[src/rtl/swsel_pkg.sv]
`timescale 1ns / 1ps
// Shared types and constants for the weighted sum-tree select block.
package swsel_pkg;

  // Request field widths
  localparam int LEAF_IDX_W = 3;
  localparam int WEIGHT_W   = 32;
  localparam int TARGET_W   = 35;
  localparam int TOTAL_W    = 35;

  // Packed stream widths, padded to whole bytes
  localparam int S_TDATA_W  = 72;
  localparam int M_TDATA_W  = 40;

  typedef enum logic {
    OP_SET    = 1'b0,
    OP_SELECT = 1'b1
  } op_t;

  typedef struct packed {
    logic clear;
    logic load;
    logic set_leaf;
    logic set_up;
    logic sel_step;
    logic emit;
  } swsel_cmd_t;

  typedef struct packed {
    logic clr_last;
    logic in_sel;
    logic in_oor;
    logic in_leaf_ok;
    logic parent_is_root;
    logic next_is_leaf;
    logic out_free;
  } swsel_sts_t;

endpackage

[src/rtl/swsel_ctrl.sv]
`timescale 1ns / 1ps
// Controller: sequences the clearing pass, path updates, descents and results.
module swsel_ctrl (
  input  logic                clk,
  input  logic                rst,
  input  logic                s_tvalid,
  output logic                s_tready,
  input  swsel_pkg::swsel_sts_t sts,
  output swsel_pkg::swsel_cmd_t cmd
);
  import swsel_pkg::*;

  typedef enum logic [5:0] {
    CLEAR    = 6'b000001,
    IDLE     = 6'b000010,
    SET_LEAF = 6'b000100,
    SET_UP   = 6'b001000,
    SEL_DOWN = 6'b010000,
    RESULT   = 6'b100000
  } state_t;

  state_t state;
  state_t state_next;

  always_ff @(posedge clk) begin
    if (rst) begin
      state <= CLEAR;
    end else begin
      state <= state_next;
    end
  end

  always_comb begin
    state_next = state;
    cmd        = '0;
    s_tready   = 1'b0;
    unique case (state)
      CLEAR: begin
        cmd.clear = 1'b1;
        if (sts.clr_last) begin
          state_next = IDLE;
        end
      end
      IDLE: begin
        s_tready = 1'b1;
        if (s_tvalid) begin
          cmd.load = 1'b1;
          if (sts.in_sel) begin
            state_next = sts.in_oor ? RESULT : SEL_DOWN;
          end else begin
            state_next = sts.in_leaf_ok ? SET_LEAF : RESULT;
          end
        end
      end
      SET_LEAF: begin
        cmd.set_leaf = 1'b1;
        state_next   = SET_UP;
      end
      SET_UP: begin
        cmd.set_up = 1'b1;
        if (sts.parent_is_root) begin
          state_next = RESULT;
        end
      end
      SEL_DOWN: begin
        cmd.sel_step = 1'b1;
        if (sts.next_is_leaf) begin
          state_next = RESULT;
        end
      end
      RESULT: begin
        // hold until the output register is free
        if (sts.out_free) begin
          cmd.emit   = 1'b1;
          state_next = IDLE;
        end
      end
      default: begin
        state_next = CLEAR;
      end
    endcase
  end

endmodule

[src/rtl/swsel_dp.sv]
`timescale 1ns / 1ps
// Datapath: node-sum memory, path adder, descent compare and output register.
module swsel_dp #(
  parameter int LEAVES      = 8,
  parameter int WEIGHT_BITS = 32
) (
  input  logic                           clk,
  input  logic                           rst,
  input  logic [swsel_pkg::S_TDATA_W-1:0] s_tdata,
  input  logic                           s_tuser,
  output logic [swsel_pkg::M_TDATA_W-1:0] m_tdata,
  output logic                           m_tuser,
  output logic                           m_tvalid,
  input  logic                           m_tready,
  input  swsel_pkg::swsel_cmd_t          cmd,
  output swsel_pkg::swsel_sts_t          sts
);
  import swsel_pkg::*;

  localparam int NODE_COUNT = 2 * LEAVES - 1;
  localparam int FIRST_LEAF = LEAVES - 1;
  localparam int NODE_W     = $clog2(NODE_COUNT);
  localparam int SUM_W      = WEIGHT_BITS + $clog2(LEAVES);
  localparam int CMP_W      = (SUM_W > TARGET_W) ? SUM_W : TARGET_W;
  localparam logic [SUM_W-1:0]  WMASK  = SUM_W'({WEIGHT_BITS{1'b1}});
  localparam logic [NODE_W-1:0] FL_IDX = NODE_W'(FIRST_LEAF);
  localparam int M_PAD_W    = M_TDATA_W - LEAF_IDX_W - TOTAL_W;

  // Unpacked request fields
  logic [LEAF_IDX_W-1:0] in_leaf;
  logic [WEIGHT_W-1:0]   in_weight;
  logic [TARGET_W-1:0]   in_target;

  assign in_leaf   = s_tdata[LEAF_IDX_W-1:0];
  assign in_weight = s_tdata[LEAF_IDX_W +: WEIGHT_W];
  assign in_target = s_tdata[LEAF_IDX_W + WEIGHT_W +: TARGET_W];

  // Node-sum memory
  logic [SUM_W-1:0]  mem [NODE_COUNT];
  logic [SUM_W-1:0]  rdata;
  logic              wr_en;
  logic [NODE_W-1:0] wr_addr;
  logic [SUM_W-1:0]  wr_data;
  logic [NODE_W-1:0] rd_addr;

  // Working registers
  logic [NODE_W-1:0] node;
  logic [CMP_W-1:0]  t;
  logic [SUM_W-1:0]  cur;
  logic [SUM_W-1:0]  total;
  logic              oor;
  logic              is_sel;
  logic [NODE_W-1:0] clr_addr;

  // Result register
  logic [LEAF_IDX_W-1:0] res_leaf;
  logic [TOTAL_W-1:0]    res_total;

  // Path arithmetic
  logic [NODE_W-1:0] parent;
  logic [NODE_W-1:0] sib_node;
  logic [NODE_W-1:0] sib_parent;
  logic [SUM_W-1:0]  path_sum;
  logic [CMP_W-1:0]  left;
  logic              go_left;
  logic [NODE_W-1:0] lchild;
  logic [NODE_W-1:0] nn;
  logic [NODE_W-1:0] nn_lchild;
  logic              in_sel;
  logic [NODE_W-1:0] in_node;
  logic [SUM_W-1:0]  in_w;
  logic [LEAF_IDX_W-1:0] leaf_out;

  assign in_sel   = (op_t'(s_tuser) == OP_SELECT);
  assign in_node  = NODE_W'(32'(in_leaf) + 32'(FIRST_LEAF));
  assign in_w     = SUM_W'(in_weight) & WMASK;

  assign parent     = (node - NODE_W'(1)) >> 1;
  assign sib_node   = node[0] ? node + NODE_W'(1) : node - NODE_W'(1);
  assign sib_parent = parent[0] ? parent + NODE_W'(1) : parent - NODE_W'(1);
  assign path_sum   = cur + rdata;

  assign left      = CMP_W'(rdata);
  assign go_left   = (t <= left);
  assign lchild    = NODE_W'({node, 1'b1});
  assign nn        = go_left ? lchild : lchild + NODE_W'(1);
  assign nn_lchild = NODE_W'({nn, 1'b1});

  always_comb begin
    sts                = '0;
    sts.clr_last       = (clr_addr == NODE_W'(NODE_COUNT - 1));
    sts.in_sel         = in_sel;
    sts.in_oor         = (CMP_W'(in_target) > CMP_W'(total));
    sts.in_leaf_ok     = (32'(in_leaf) < 32'(LEAVES));
    sts.parent_is_root = (parent == '0);
    sts.next_is_leaf   = (nn >= FL_IDX);
    sts.out_free       = !m_tvalid || m_tready;
  end

  // Single write port
  always_comb begin
    wr_en   = 1'b0;
    wr_addr = clr_addr;
    wr_data = '0;
    priority if (cmd.clear) begin
      wr_en = 1'b1;
    end else if (cmd.set_leaf) begin
      wr_en   = 1'b1;
      wr_addr = node;
      wr_data = cur;
    end else if (cmd.set_up) begin
      wr_en   = 1'b1;
      wr_addr = parent;
      wr_data = path_sum;
    end else begin
      wr_en = 1'b0;
    end
  end

  // Read address for the sum needed in the next cycle
  always_comb begin
    rd_addr = '0;
    priority if (cmd.load) begin
      rd_addr = NODE_W'(1);
    end else if (cmd.set_leaf) begin
      rd_addr = sib_node;
    end else if (cmd.set_up) begin
      rd_addr = (parent != '0) ? sib_parent : '0;
    end else if (cmd.sel_step) begin
      rd_addr = (nn < FL_IDX) ? nn_lchild : '0;
    end else begin
      rd_addr = '0;
    end
  end

  always_ff @(posedge clk) begin
    if (wr_en) begin
      mem[wr_addr] <= wr_data;
    end
    rdata <= mem[rd_addr];
  end

  always_ff @(posedge clk) begin
    if (rst) begin
      clr_addr <= '0;
      total    <= '0;
    end else begin
      if (cmd.clear) begin
        clr_addr <= clr_addr + NODE_W'(1);
      end
      if (cmd.set_up && parent == '0) begin
        total <= path_sum;
      end
    end
  end

  always_ff @(posedge clk) begin
    if (cmd.load) begin
      node   <= in_sel ? '0 : in_node;
      t      <= CMP_W'(in_target);
      cur    <= in_w;
      is_sel <= in_sel;
      oor    <= in_sel && (CMP_W'(in_target) > CMP_W'(total));
    end else if (cmd.set_up) begin
      node <= parent;
      cur  <= path_sum;
    end else if (cmd.sel_step) begin
      node <= nn;
      // subtract the left sum when stepping right
      if (!go_left) begin
        t <= t - left;
      end
    end
  end

  always_comb begin
    if (!is_sel) begin
      leaf_out = '0;
    end else if (oor) begin
      leaf_out = LEAF_IDX_W'(LEAVES - 1);
    end else begin
      leaf_out = LEAF_IDX_W'(node - FL_IDX);
    end
  end

  always_ff @(posedge clk) begin
    if (rst) begin
      m_tvalid <= 1'b0;
    end else if (cmd.emit) begin
      m_tvalid <= 1'b1;
    end else if (m_tready) begin
      m_tvalid <= 1'b0;
    end
  end

  always_ff @(posedge clk) begin
    if (cmd.emit) begin
      res_leaf  <= leaf_out;
      res_total <= TOTAL_W'(total);
      m_tuser   <= oor;
    end
  end

  assign m_tdata = {{M_PAD_W{1'b0}}, res_total, res_leaf};

  a_emit_valid: assert property (@(posedge clk) disable iff (rst)
    cmd.emit |=> m_tvalid)
    else $error("result register not marked valid after emit");

  a_oor_last_leaf: assert property (@(posedge clk) disable iff (rst)
    m_tvalid && m_tuser |-> res_leaf == LEAF_IDX_W'(LEAVES - 1))
    else $error("out-of-range result does not name the last leaf");

  a_descent_in_tree: assert property (@(posedge clk) disable iff (rst)
    cmd.sel_step |=> node < NODE_W'(NODE_COUNT))
    else $error("descent left the tree");

endmodule

[src/rtl/sum_tree_weighted_select.sv]
`timescale 1ns / 1ps
// Top level of the weighted sum-tree select block.
//
// Keeps LEAVES weights in a binary sum tree held in a single-port-write,
// registered-read memory and walks one tree level per clock. After reset a
// clearing pass writes zero to all 2*LEAVES-1 nodes, one per cycle, with
// s_tready low. A set request runs from acceptance through one leaf write,
// one add-and-write per level up to the root and a result state. A select
// request runs through one compare per level down and a result state; a
// target above the total or a set to a leaf beyond the tree goes straight
// to the result state, which waits until the output register is free. One
// request is in work at a time, and a finished result waits in the output
// register while the next request is taken.
module sum_tree_weighted_select #(
  parameter int LEAVES      = 8,
  parameter int WEIGHT_BITS = 32
) (
  input  logic                           clk,
  input  logic                           rst,
  input  logic                           s_tvalid,
  output logic                           s_tready,
  // leaf_index[2:0], weight[34:3], target[69:35], zero pad[71:70]
  input  logic [swsel_pkg::S_TDATA_W-1:0] s_tdata,
  // op[0]
  input  logic                           s_tuser,
  output logic                           m_tvalid,
  input  logic                           m_tready,
  // selected_leaf[2:0], total_weight[37:3], zero pad[39:38]
  output logic [swsel_pkg::M_TDATA_W-1:0] m_tdata,
  // out_of_range[0]
  output logic                           m_tuser
);
  import swsel_pkg::*;

  swsel_cmd_t cmd;
  swsel_sts_t sts;

  swsel_ctrl u_ctrl (
    .clk      (clk),
    .rst      (rst),
    .s_tvalid (s_tvalid),
    .s_tready (s_tready),
    .sts      (sts),
    .cmd      (cmd)
  );

  swsel_dp #(
    .LEAVES      (LEAVES),
    .WEIGHT_BITS (WEIGHT_BITS)
  ) u_dp (
    .clk      (clk),
    .rst      (rst),
    .s_tdata  (s_tdata),
    .s_tuser  (s_tuser),
    .m_tdata  (m_tdata),
    .m_tuser  (m_tuser),
    .m_tvalid (m_tvalid),
    .m_tready (m_tready),
    .cmd      (cmd),
    .sts      (sts)
  );

endmodule

[config.mk]
export PLATFORM = sky130hd
export DESIGN_NAME = sum_tree_weighted_select
export DESIGN_NICKNAME = d
export VERILOG_FILES = /design/src/rtl/swsel_pkg.sv /design/src/rtl/swsel_ctrl.sv /design/src/rtl/swsel_dp.sv /design/src/rtl/sum_tree_weighted_select.sv
export SDC_FILE = /design/constraint.sdc
export NUM_CORES = 1
export LEC_CHECK = 0
export ABC_CLOCK_PERIOD_IN_PS = 5710
export BUFFER_PORTS_ARGS = -buffer_cell sky130_fd_sc_hd__buf_2
export CAP_MARGIN = 20
export CORE_MARGIN = 3
export CORE_UTILIZATION = 62
export DETAILED_ROUTE_END_ITERATION = 8
export GPL_TIMING_DRIVEN = 0
export PLACE_DENSITY = 0.8
export SYNTH_ARGS = -nofsm -noshare
export SYNTH_HDL_FRONTEND = slang
export SYNTH_HIERARCHICAL = 1
export SYNTH_SLANG_ARGS = --single-unit
[constraint.sdc]
create_clock -name clk -period 5.71 [get_ports clk]
set_input_delay 1.4275 -clock clk [delete_from_list [all_inputs] [get_ports clk]]
set_output_delay 1.4275 -clock clk [all_outputs]
set_load 0.03 [all_outputs]
* Yosys cells after proc, flatten, opt, wreduce, memory -nomap -nowiden
Memories as Yosys holds them, arrays and structs flattened. A register that Yosys moved wholly into a read port is not among the register bits.
Cells that the tools add are included.
W data, S select, Z words.
** Word-level totals
- Flip-flop bits (word level) :: 161
- RAM bits :: 525
- Bits of input ports :: 77
- Memories :: 1
** Cells by class
- $add $sub $neg :: 10
- Order comparisons :: 4
- Equal/unequal tests :: 14
- Muxes and demuxes :: 50
- Reduce and logical (&&, ||, !) cells :: 12
** Memories
- u_dp.mem :: words 15, width 35, rd ports 1, clocked after Yosys merged registers in 1, wr ports 1, line swsel_dp.sv:39 : logic [SUM_W-1:0] mem [NODE_COUNT];
** Operators by type and width (count)
- $mux W35 :: 7
- $mux W32 :: 2
- $mux W4 :: 16
- $mux W6 :: 7
- $pmux W6 S6 :: 1
- $add A35 B35 Y35 :: 1
- $gt A35 B35 Y1 :: 1
- $le A35 B35 Y1 :: 1
- $sub A35 B35 Y35 :: 1
- $mux W1 :: 16
- $ne A2 B2 Y1 const B :: 7
- $add A4 B1 Y4 const B :: 3
- $eq A6 B1 Y1 const B :: 1
- $eq A6 B2 Y1 const B :: 1
- $eq A6 B3 Y1 const B :: 1
- $eq A6 B4 Y1 const B :: 1
- $eq A6 B5 Y1 const B :: 1
- $eq A6 B6 Y1 const B :: 1
- $reduce_bool A2 Y1 :: 3
- $reduce_and A5 Y1 :: 1
- $add A3 B1 Y4 const B :: 1
- $add A3 B3 Y4 const B :: 1
- $eq A4 B4 Y1 const B :: 1
- $ge A4 B3 Y1 const B :: 1
- 12 further kinds :: 13

* Depth between registers and ports, before layout
Gate-level depths: netlist of the first run.
- Depth in word-level cells :: 8
- Depth in mapped cells :: 19
- Depth with buffers taken out :: 17

* Modules after synthesis
The synthesis of the first run kept the hierarchy.
** By module, submodules not included
- swsel_dp :: times used 1, cells each 2380, area each 32229.7 µm², seq. area each 20689.8 µm²
- swsel_ctrl :: times used 1, cells each 55, area each 469.2 µm², seq. area each 120.1 µm²

* Least setup slack after synthesis of the first run
Ideal clock, no wire load.
- Path kind :: register to register
- From :: register u_dp.cur[0]
- To :: memory u_dp/mem[0][34] (netlist name), data pin
- Library setup time :: 286 ps
- Data arrival time :: 3908 ps
- Data required time :: 5424 ps
- Path slack :: 1516 ps
- Stages on the path, launching flop included :: 15
- Buffers on the path :: 0
- Period minus slack after synthesis :: 4194 ps
- Path through :: edfxtp_1 ha_1 fa_1 a21oi_1 o21bai_1 a211oi_1 o21ai_0 a311o_1 a2111oi_0 nor3_1 a2111oi_0 xnor2_1 nor2b_1 o21ai_0 a21oi_1
** On the way
- Word-level cells in the longest chain between the ends :: 4
** Ends and longest elaborated chain
- from (decl) :: line swsel_dp.sv:49 : logic [SUM_W-1:0] cur;
- from (signal assigned) :: line swsel_dp.sv:161 : cur <= in_w;
- from (signal assigned) :: line swsel_dp.sv:166 : cur <= path_sum;
- $add A35 B35 Y35 :: line swsel_dp.sv:81 : assign path_sum = cur + rdata;
- $mux W35 :: line swsel_dp.sv:111 : end else if (cmd.set_up) begin
- $mux W35 :: line swsel_dp.sv:107 : end else if (cmd.set_leaf) begin
- $mux W35 :: line swsel_dp.sv:105 : priority if (cmd.clear) begin
- via u_dp.wr_data[34] :: line swsel_dp.sv:43 : logic [SUM_W-1:0] wr_data;
- to (decl) :: line swsel_dp.sv:39
The timed path passes the listed nets, and every way through them passes these cells.

* Worst setup path in the final report of the first run
- From :: register u_dp.rdata[1], in the netlist u_dp/left[1], read port of u_dp.mem
- To :: register u_dp.rdata[4], in the netlist u_dp/left[4], read port of u_dp.mem
** On the way
- Word-level cells in the longest chain between the ends :: 8
** Ends and longest elaborated chain
- from (decl) :: line swsel_dp.sv:40 : logic [SUM_W-1:0] rdata;
- $le A35 B35 Y1 * :: line swsel_dp.sv:84 : assign go_left = (t <= left);
- $mux W4 * :: line swsel_dp.sv:86 : assign nn = go_left ? lchild : lchild + NODE_W'(1);
- $lt A4 B3 Y1 :: line swsel_dp.sv:130 : rd_addr = (nn < FL_IDX) ? nn_lchild : '0;
- $mux W4 * :: line swsel_dp.sv:130
- $mux W4 * :: line swsel_dp.sv:129 : end else if (cmd.sel_step) begin
- $mux W4 * :: line swsel_dp.sv:127 : end else if (cmd.set_up) begin
- $mux W4 * :: line swsel_dp.sv:125 : end else if (cmd.set_leaf) begin
- $mux W4 * :: line swsel_dp.sv:123 : priority if (cmd.load) begin
Every way passes the cells marked *; elsewhere a longest branch is shown, timed or not.
A chain may end at the register's enable or synchronous reset.

==> impl_results.md, run 1 <==
- Lkg Pwr: around 16 nW
- Vias post-DR: 21600
- Die Span Y: roughly 240 um
- Worst Setup End Kind: register
- EDFF count, synth: roughly 640
- Placed Cells: 3251
- Dpl cell area: ~0.035 sq mm
- Period utilization: 95.5%
- F_max: 183 MHz
- Hold Path Class: reg2reg
- Worst Setup EP: u_dp/left[4]$_DFF_P_
- Final wirelength: approximately 86 mm
- Met3 wire len: 7.08 mm
- Die X: 236 um
- Port Buffers: approximately 120
- Largest area contributor in the netlist: edfxtp_1
- Power per cell area: roughly 430 mW/mm^2
- #FFs+latches synth: roughly 720
- FF-to-FF Start: u_dp/left[1]$_DFF_P_
- Critical-path maximum fanout: 10
- Core Area: 0.0517 sq mm
- Worst-margin pin slew: approximately 1.1 ns
- Crit Reg-Reg Endpoint: u_dp/left[4]$_DFF_P_
- Worst vdd ir: ~0.00021 V
- Io pins: 120
- First-pass GRT wire length: between 100 and 150 mm
- Antenna violations before repair: 2
- Tot GR Track Use: a little over 30%
- Largest net degree at the start of global routing: 36
- Ys flop type: edfxtp_1
- Initial core utilization: 63.2%
- WL met1: approximately 34 mm
- Final Wtd Congestion: slightly above 0.9
- Clk sink count: ~700
- TritonCTS clock tree: done
- Reg2Reg Depth: 18
- Clk_skew: 0.0180 ns
- Top sig layer: met4
- Distinct cell type count after synthesis: 81
- Root buffer cell: clkbuf_16
- Rows: between 80 and 90
- Final Non-Filler Cells: 3384
- CTS H-tree lvls: 3
- CTS Buffer Depth: 3
- Max_cap viols: 0
- Most common cell after layout, fill and taps aside: edfxtp_1
- Final nets: 2841
- Post-route cell area: 0.0371 sq mm
- Status: finished, final reports clean
- Layout area overhead: 13.4%
- Reg-to-reg slack, setup: between 0.2 and 0.3 ns
- # DRC: 0
- Die ar.: roughly 0.056 sq mm
- Worst-Skew Late Latency: 0.61 ns
- Commonest non-fill, non-tap cells in the layout: 637 x edfxtp_1, 283 x mux2i_1, 178 x nand2_1
- DR iter-0 viols: 2355
- Max_slew headroom: between 20% and 30%
- CTS buffer count: 73
- Fillcell total: between 3000 and 4000
- Final hold vios: 0
- DP HPWL: between 60 and 70 mm
- RSZ-0062 raised after global routing: false
- Routed wl met2: 42.2 mm
- Number of global-route vias before repair: 21500
- Slowest cell on crit path: clkbuf_1
- Yosys top cell area share: 58.5%
- Min Tclk post-route: between 5 and 6 ns
- Drt first pass iters: 6
- Aggregate global routing overflow: 0
- Crit-path max cell delay: about 0.57 ns
- Part of the Yosys area used for sequential elements: between 60% and 70%
- Critical Path Start Type: register
- Crit path required time: slightly above 6 ns
- Avg Cell Area, Syn: about 13 sq um
- WL/cell: approximately 26 um
- WS Path Type: reg2reg
- Post-Syn Instances: about 2400
- Worst-path cell chain: inv_1, ha_1, nor2b_1, o2111ai_1, a211oi_1, o21ai_0, nor4bb_2, nor2_1, inv_1, ha_1, a211o_1, o21ai_1, nand2_2, nor2_4, clkbuf_1, a22oi_1, o211ai_1, nand2_1
- Synth warn: 6
- Clk pin slew, worst setup/hold paths: 0.06 ns
- Layout cells sized above 1: a little over an eighth
- Cell Area, Synth: 0.0327 sq mm
- Crit path DAT: a little under 6 ns
- Final setup viols: 0
- Pins Over Slew Limit: 0
- CTS Hold Buffers Added: 0
- Via-to-Cell Ratio: about 6.4
- FFs w/ async S/R, synth: 0%
- Critical Path Start: u_dp/left[1]$_DFF_P_
- Top cells by area, synth: edfxtp_1 58%, mux2i_1 8.7%, dfxtp_1 5.1%
- Post-DRT Antenna Nets: 0
cells by family (layout without fill, tap and decap cells):
kind of cell / count (synthesis) / after routing / share of synthesized area [%]
xor gates and xnor gates: 72 / 72 / 1.93
DFF: 721 / 721 / 63.6
muxes: 313 / 313 / 9.70
and+or+nand+nor: 445 / 445 / 6.23
adders and majority gates: 115 / 115 / 4.47
AOI/OAI and AO/OA: 546 / 546 / 10.9
buffers and inverters: 221 / 488 / 3.08
other: 2 / 4 / 0.0230
cell usage after synthesis (36+ instances only):
master,count
edfxtp_1,637
mux2i_1,283
nand2_1,179
a21oi_1,145
nor2_1,135
ha_1,112
inv_1,108
dfxtp_1,84
clkbuf_1,68
o21ai_0,68
a22oi_1,55
a21o_1,42
xnor2_1,42
o21ai_1,40
o211ai_1,38
a221oi_1,36
how the worst min path moves through the flow:
| stage | startpoint | end | slack [ns] | cells after the start |
|---|---|---|---|---|
| floorplan | u_dp/total[2]$_SDFFE_PP0P_ | u_dp/res_total[2]$_DFFE_PP_ | 0.41 | 0 |
| global placement | u_dp/total[34]$_SDFFE_PP0P_ | u_dp/res_total[34]$_DFFE_PP_ | 0.41 | 0 |
| detailed placement | u_dp/total[33]$_SDFFE_PP0P_ | u_dp/res_total[33]$_DFFE_PP_ | 0.42 | 0 |
| CTS | u_dp/total[2]$_SDFFE_PP0P_ | u_dp/res_total[2]$_DFFE_PP_ | 0.44 | 0 |
| global route | u_dp/total[2]$_SDFFE_PP0P_ | u_dp/res_total[2]$_DFFE_PP_ | 0.45 | 0 |
| finish | u_dp/total[2]$_SDFFE_PP0P_ | u_dp/res_total[2]$_DFFE_PP_ | 0.44 | 0 |
state kept, by name, summed over array words and instances (netlist names):
name and cells:
u_dp/is_sel 1, u_dp/mem 525, u_dp/cur 35, u_dp/node 4, u_dp/m_tvalid 1, u_ctrl/state 6, u_dp/total 35, u_dp/left 35
u_dp/clr_addr 4, u_dp/m_tuser 1, u_dp/res_total 35, u_dp/oor 1, u_dp/res_leaf 3, u_dp/t 35
metal layers:
metal  vias up  GRT usage, %
met5         -             0
met4         0          12.5
met3       226          4.84
met2      1191          51.4
met1     10500          39.8
li1       9647             -
layout make-up:
type | count | area [sq um] | share of cell area, %
multi-input combinational | 1494 | 11100 | 29.8
antenna | 1 | 2.50 | 0.00675
sequential | 721 | 20800 | 56.1
buffer | 113 | 616 | 1.66
clock inverter | 39 | 314 | 0.847
inverter | 108 | 405 | 1.09
tap | 680 | 851 | 2.30
clock buffer | 90 | 1970 | 5.32
timing repair buffer | 138 | 1040 | 2.80
what timing repair did:
| action | CTS | global route |
|---|---|---|
| gates cloned | 0 | 0 |
| setup endpoints to repair | 35 | 35 |
| pin swaps | 0 | 1 |
| resized for setup | 6 | 10 |
| buffers inserted | 0 | 1 |
per-stage QoR:
| step | TNS, ns | util, % | setup WS (ns) | total power [W] | hold WS [ns] |
|---|---|---|---|---|---|
| after floorplan | 0 | - | 1.52 | 0.00976 | 0.408 |
| after global placement | -197.76 | 66.0 | -0.804 | 0.0109 | 0.412 |
| after detailed placement | -7.07 | 67.1 | -0.324 | 0.0112 | 0.422 |
| after CTS | 0 | 71.6 | 0.00511 | 0.0158 | 0.435 |
| after global routing | 0 | 71.7 | 0.0264 | 0.0165 | 0.452 |
| final | 0 | 71.7 | 0.257 | 0.0158 | 0.443 |
where the power goes:
part / leakage [nW] / switching (W) / internal (W)
registers: 7.51 / 0.000245 / 0.00644
logic: 7.10 / 0.00281 / 0.00173
clock network: 1.12 / 0.00197 / 0.00264
total: 15.7 / 0.00503 / 0.0108
critical path, delay by kind of cell, from the launching register on:
family,cells,cell delay [ns]
AO/OA/AOI/OAI,7,1.85
AND/OR/NAND/NOR,6,1.61
adder cells (fa/ha/maj),2,0.55
flip-flops,1,0.48
buffers and inverters,3,0.79
Note: power is estimated with default switching activity, not from simulation.
==> run 2, diff against run 1 <==
--- a/config.mk
+++ b/config.mk
@@ -8,7 +8,6 @@
 export ABC_CLOCK_PERIOD_IN_PS = 5710
 export BUFFER_PORTS_ARGS = -buffer_cell sky130_fd_sc_hd__buf_2
 export CAP_MARGIN = 20
-export CORE_MARGIN = 3
 export CORE_UTILIZATION = 62
 export DETAILED_ROUTE_END_ITERATION = 8
 export GPL_TIMING_DRIVEN = 0
==> run 2 against run 1 <==
Compared with the run above: the run now ends with negative setup slack left; critical path type unchanged; via count increased by 0.33%; fmax is 5.3% lower; flip-flop and latch count is the same; first-iteration DRC count fell by 5.1%; power up 0.35%; setup slack got worse by 0.31 ns; critical endpoint is now u_dp/left[30]$_DFF_P_; core utilization up 0.12 points; register-to-register slack lost 0.31 ns; largest power group unchanged; clock-buffer cell count up 5; cell count about the same.
==> impl_results.md, run 2 (synthesis gave the netlist of run 1 again) <==
- Status: finished with violations
- Violated checks: negative setup slack
- Initial core utilization: a little over three fifths
- Final hold vios: 0
- # DRC: 0
- Layout cells sized above 1: between 10% and 20%
- CTS buffer count: 71
- Largest Register: u_dp/mem
- Final nets: around 2800
- Multi-input logic area: approximately 0.011 sq mm
- Critical-path maximum fanout: 10
- Crit-path max cell delay: 1.03 ns
- Period utilization: 101%
- Setup WS post-layout: -0.0484 ns
- Port Buffers: ~120
- Pins Over Slew Limit: 0
- Clk_skew: approximately 0.024 ns
- Io pins: 120
- Worst-path cell chain: inv_1, ha_1, nor2b_1, o2111ai_1, a211oi_1, o21ai_0, nor4bb_1, nor2_1, inv_1, ha_1, o21ai_2, a31o_2, nor2_2, clkbuf_1, a22oi_1, o211ai_1, nand2_1
- WS Path Type: reg2reg
- Min Tclk post-route: roughly 5.8 ns
- Clk sink count: between 700 and 800
- Overall Power: approximately 0.016 W
- Final wirelength: 85.6 mm
- Drt first pass iters: 6
- CTS Hold Buffers Added: 0
- Reg area: 0.0208 sq mm
- Critical Path Start Type: register
- Final Wtd Congestion: 0.921
- CTS Buffer Depth: 3
- Slowest cell on crit path: nor4bb_1
- Max_cap viols: 0
- Rows: 83
- Antenna violations before repair: 3
- Die ar.: about 0.054 sq mm
- Placed Cells: between 3000 and 4000
- Final setup viols: 10
- Lkg Pwr: 15.7 nW
- Number of global-route vias before repair: 21500
- Final Non-Filler Cells: 3383
- Crit path required time: a little over 6 ns
- Root buffer cell: clkbuf_16
- CTS H-tree lvls: 3
- RSZ-0062 raised after global routing: false
- Clk pin slew, worst setup/hold paths: around 0.060 ns
- Post-DRT Antenna Nets: 0
- Crit-path leading delay family: simple AND/OR/NAND/NOR gates
- ANT cells: 0
- TritonCTS clock tree: done
- Commonest non-fill, non-tap cells in the layout: 637 x edfxtp_1, 283 x mux2i_1, 178 x nand2_1
- F_max: around 170 MHz
- WL/cell: about 25 um
- Most common cell after layout, fill and taps aside: edfxtp_1
- Aggregate global routing overflow: 0
- Post-route cell area: between 0.03 and 0.04 sq mm
- Critical path buffers and inverters: 3
- Worst vdd ir: about 0.00023 V
- Core Area: approximately 0.052 sq mm
- Die X: about 230 um
- First-pass GRT wire length: about 130 mm
- Die Span Y: roughly 230 um
- Via-to-Cell Ratio: approximately 6.4
- Dpl cell area: 0.0347 sq mm
- Largest net degree at the start of global routing: 36
- Worst-margin pin slew: approximately 1.1 ns
- Vias post-DR: roughly 22000
- Worst-Skew Late Latency: roughly 0.6 ns
- Layout area overhead: 13.5%
- Tot GR Track Use: about a third
- Worst Setup End Kind: register
- Hold Path Class: reg2reg
- Flip-flop count of the largest register after layout: between 500 and 600
- DP HPWL: 61.7 mm
- DR iter-0 viols: between 2000 and 2500
- Final core utilization: ~70%
- Fillcell total: approximately 3300
- Worst Hold Slack: between 0.4 and 0.5 ns
- Max_slew headroom: a little under a quarter
- Power per cell area: between 400 and 500 mW/mm^2
- Crit path DAT: a little over 6 ns
[run 2: cell types whose count changed in the layout (fill, tap and decap cells not counted), moves of 2 or more]
cell	previous run	this run
clkinv_2	14	6
bufinv_16	4	6
buf_2	122	124
clkbuf_1	73	81
buf_6	9	12
inv_6	2	5
clkbuf_4	3	1
clkbuf_8	6	4
clkinv_1	12	8
[run 2: final timing paths]
| check | startpoint | to | slack, ns | depth (start not counted) |
|---|---|---|---|---|
| worst max-delay path | u_dp/left[1]$_DFF_P_ | u_dp/left[30]$_DFF_P_ | -0.05 | 17 |
| worst max register to register | u_dp/left[1]$_DFF_P_ | u_dp/left[30]$_DFF_P_ | -0.05 | 17 |
| worst min register to register | u_dp/total[34]$_SDFFE_PP0P_ | u_dp/res_total[34]$_DFFE_PP_ | 0.43 | 0 |
| worst min-delay path | u_dp/total[34]$_SDFFE_PP0P_ | u_dp/res_total[34]$_DFFE_PP_ | 0.43 | 0 |
[run 2: worst register-to-register path, delay by kind of cell (launching register included)]
kind / cells / cell delay (ns)
AND/OR/NAND/NOR: 5 / 2.06
AO/OA/AOI/OAI: 7 / 1.70
flip-flops: 1 / 0.46
buffers and inverters: 3 / 0.85
adder cells (fa/ha/maj): 2 / 0.53
[run 2: routing by layer]
layer  GRT usage, %  routed length [um]  vias to the layer above
li1               -                   -                     9637
met4           13.5                3140                        2
met3           5.11                7410                      196
met2           54.7               42200                     1161
met5              0                  13                        -
met1           40.5               32800                    10600
[run 2: metrics by stage]
stage	setup WS [ns]	TNS, ns
floorplan	1.52	0
global placement	-0.622	-193.71
detailed placement	-0.384	-8.97
CTS	0.0336	0
global route	0.0228	0
finish	-0.0484	-0.251
[run 2: power by group]
group          internal [W]  switching (W)  total, W
Combinational       0.00171        0.00283   0.00454
Clock               0.00271        0.00195   0.00466
Sequential          0.00644       0.000247   0.00669
[run 2: cell type report]
| type | instances | share of cell area (%) |
|---|---|---|
| plain buffers | 112 | 1.63 |
| well taps | 680 | 2.29 |
| repair buffers | 142 | 2.96 |
| clock buffers | 95 | 5.31 |
| flip-flops and latches | 721 | 56.1 |
| inverters | 108 | 1.09 |
| multi-input cells | 1494 | 29.8 |
| clock inverters | 31 | 0.913 |
[run 2: repair_timing]
action                                  CTS  global route
endpoints found under the setup margin   35            35
buffers inserted                          0             1
cloned                                    0             0
pin swaps                                 0             1
gates resized for setup                   6             3
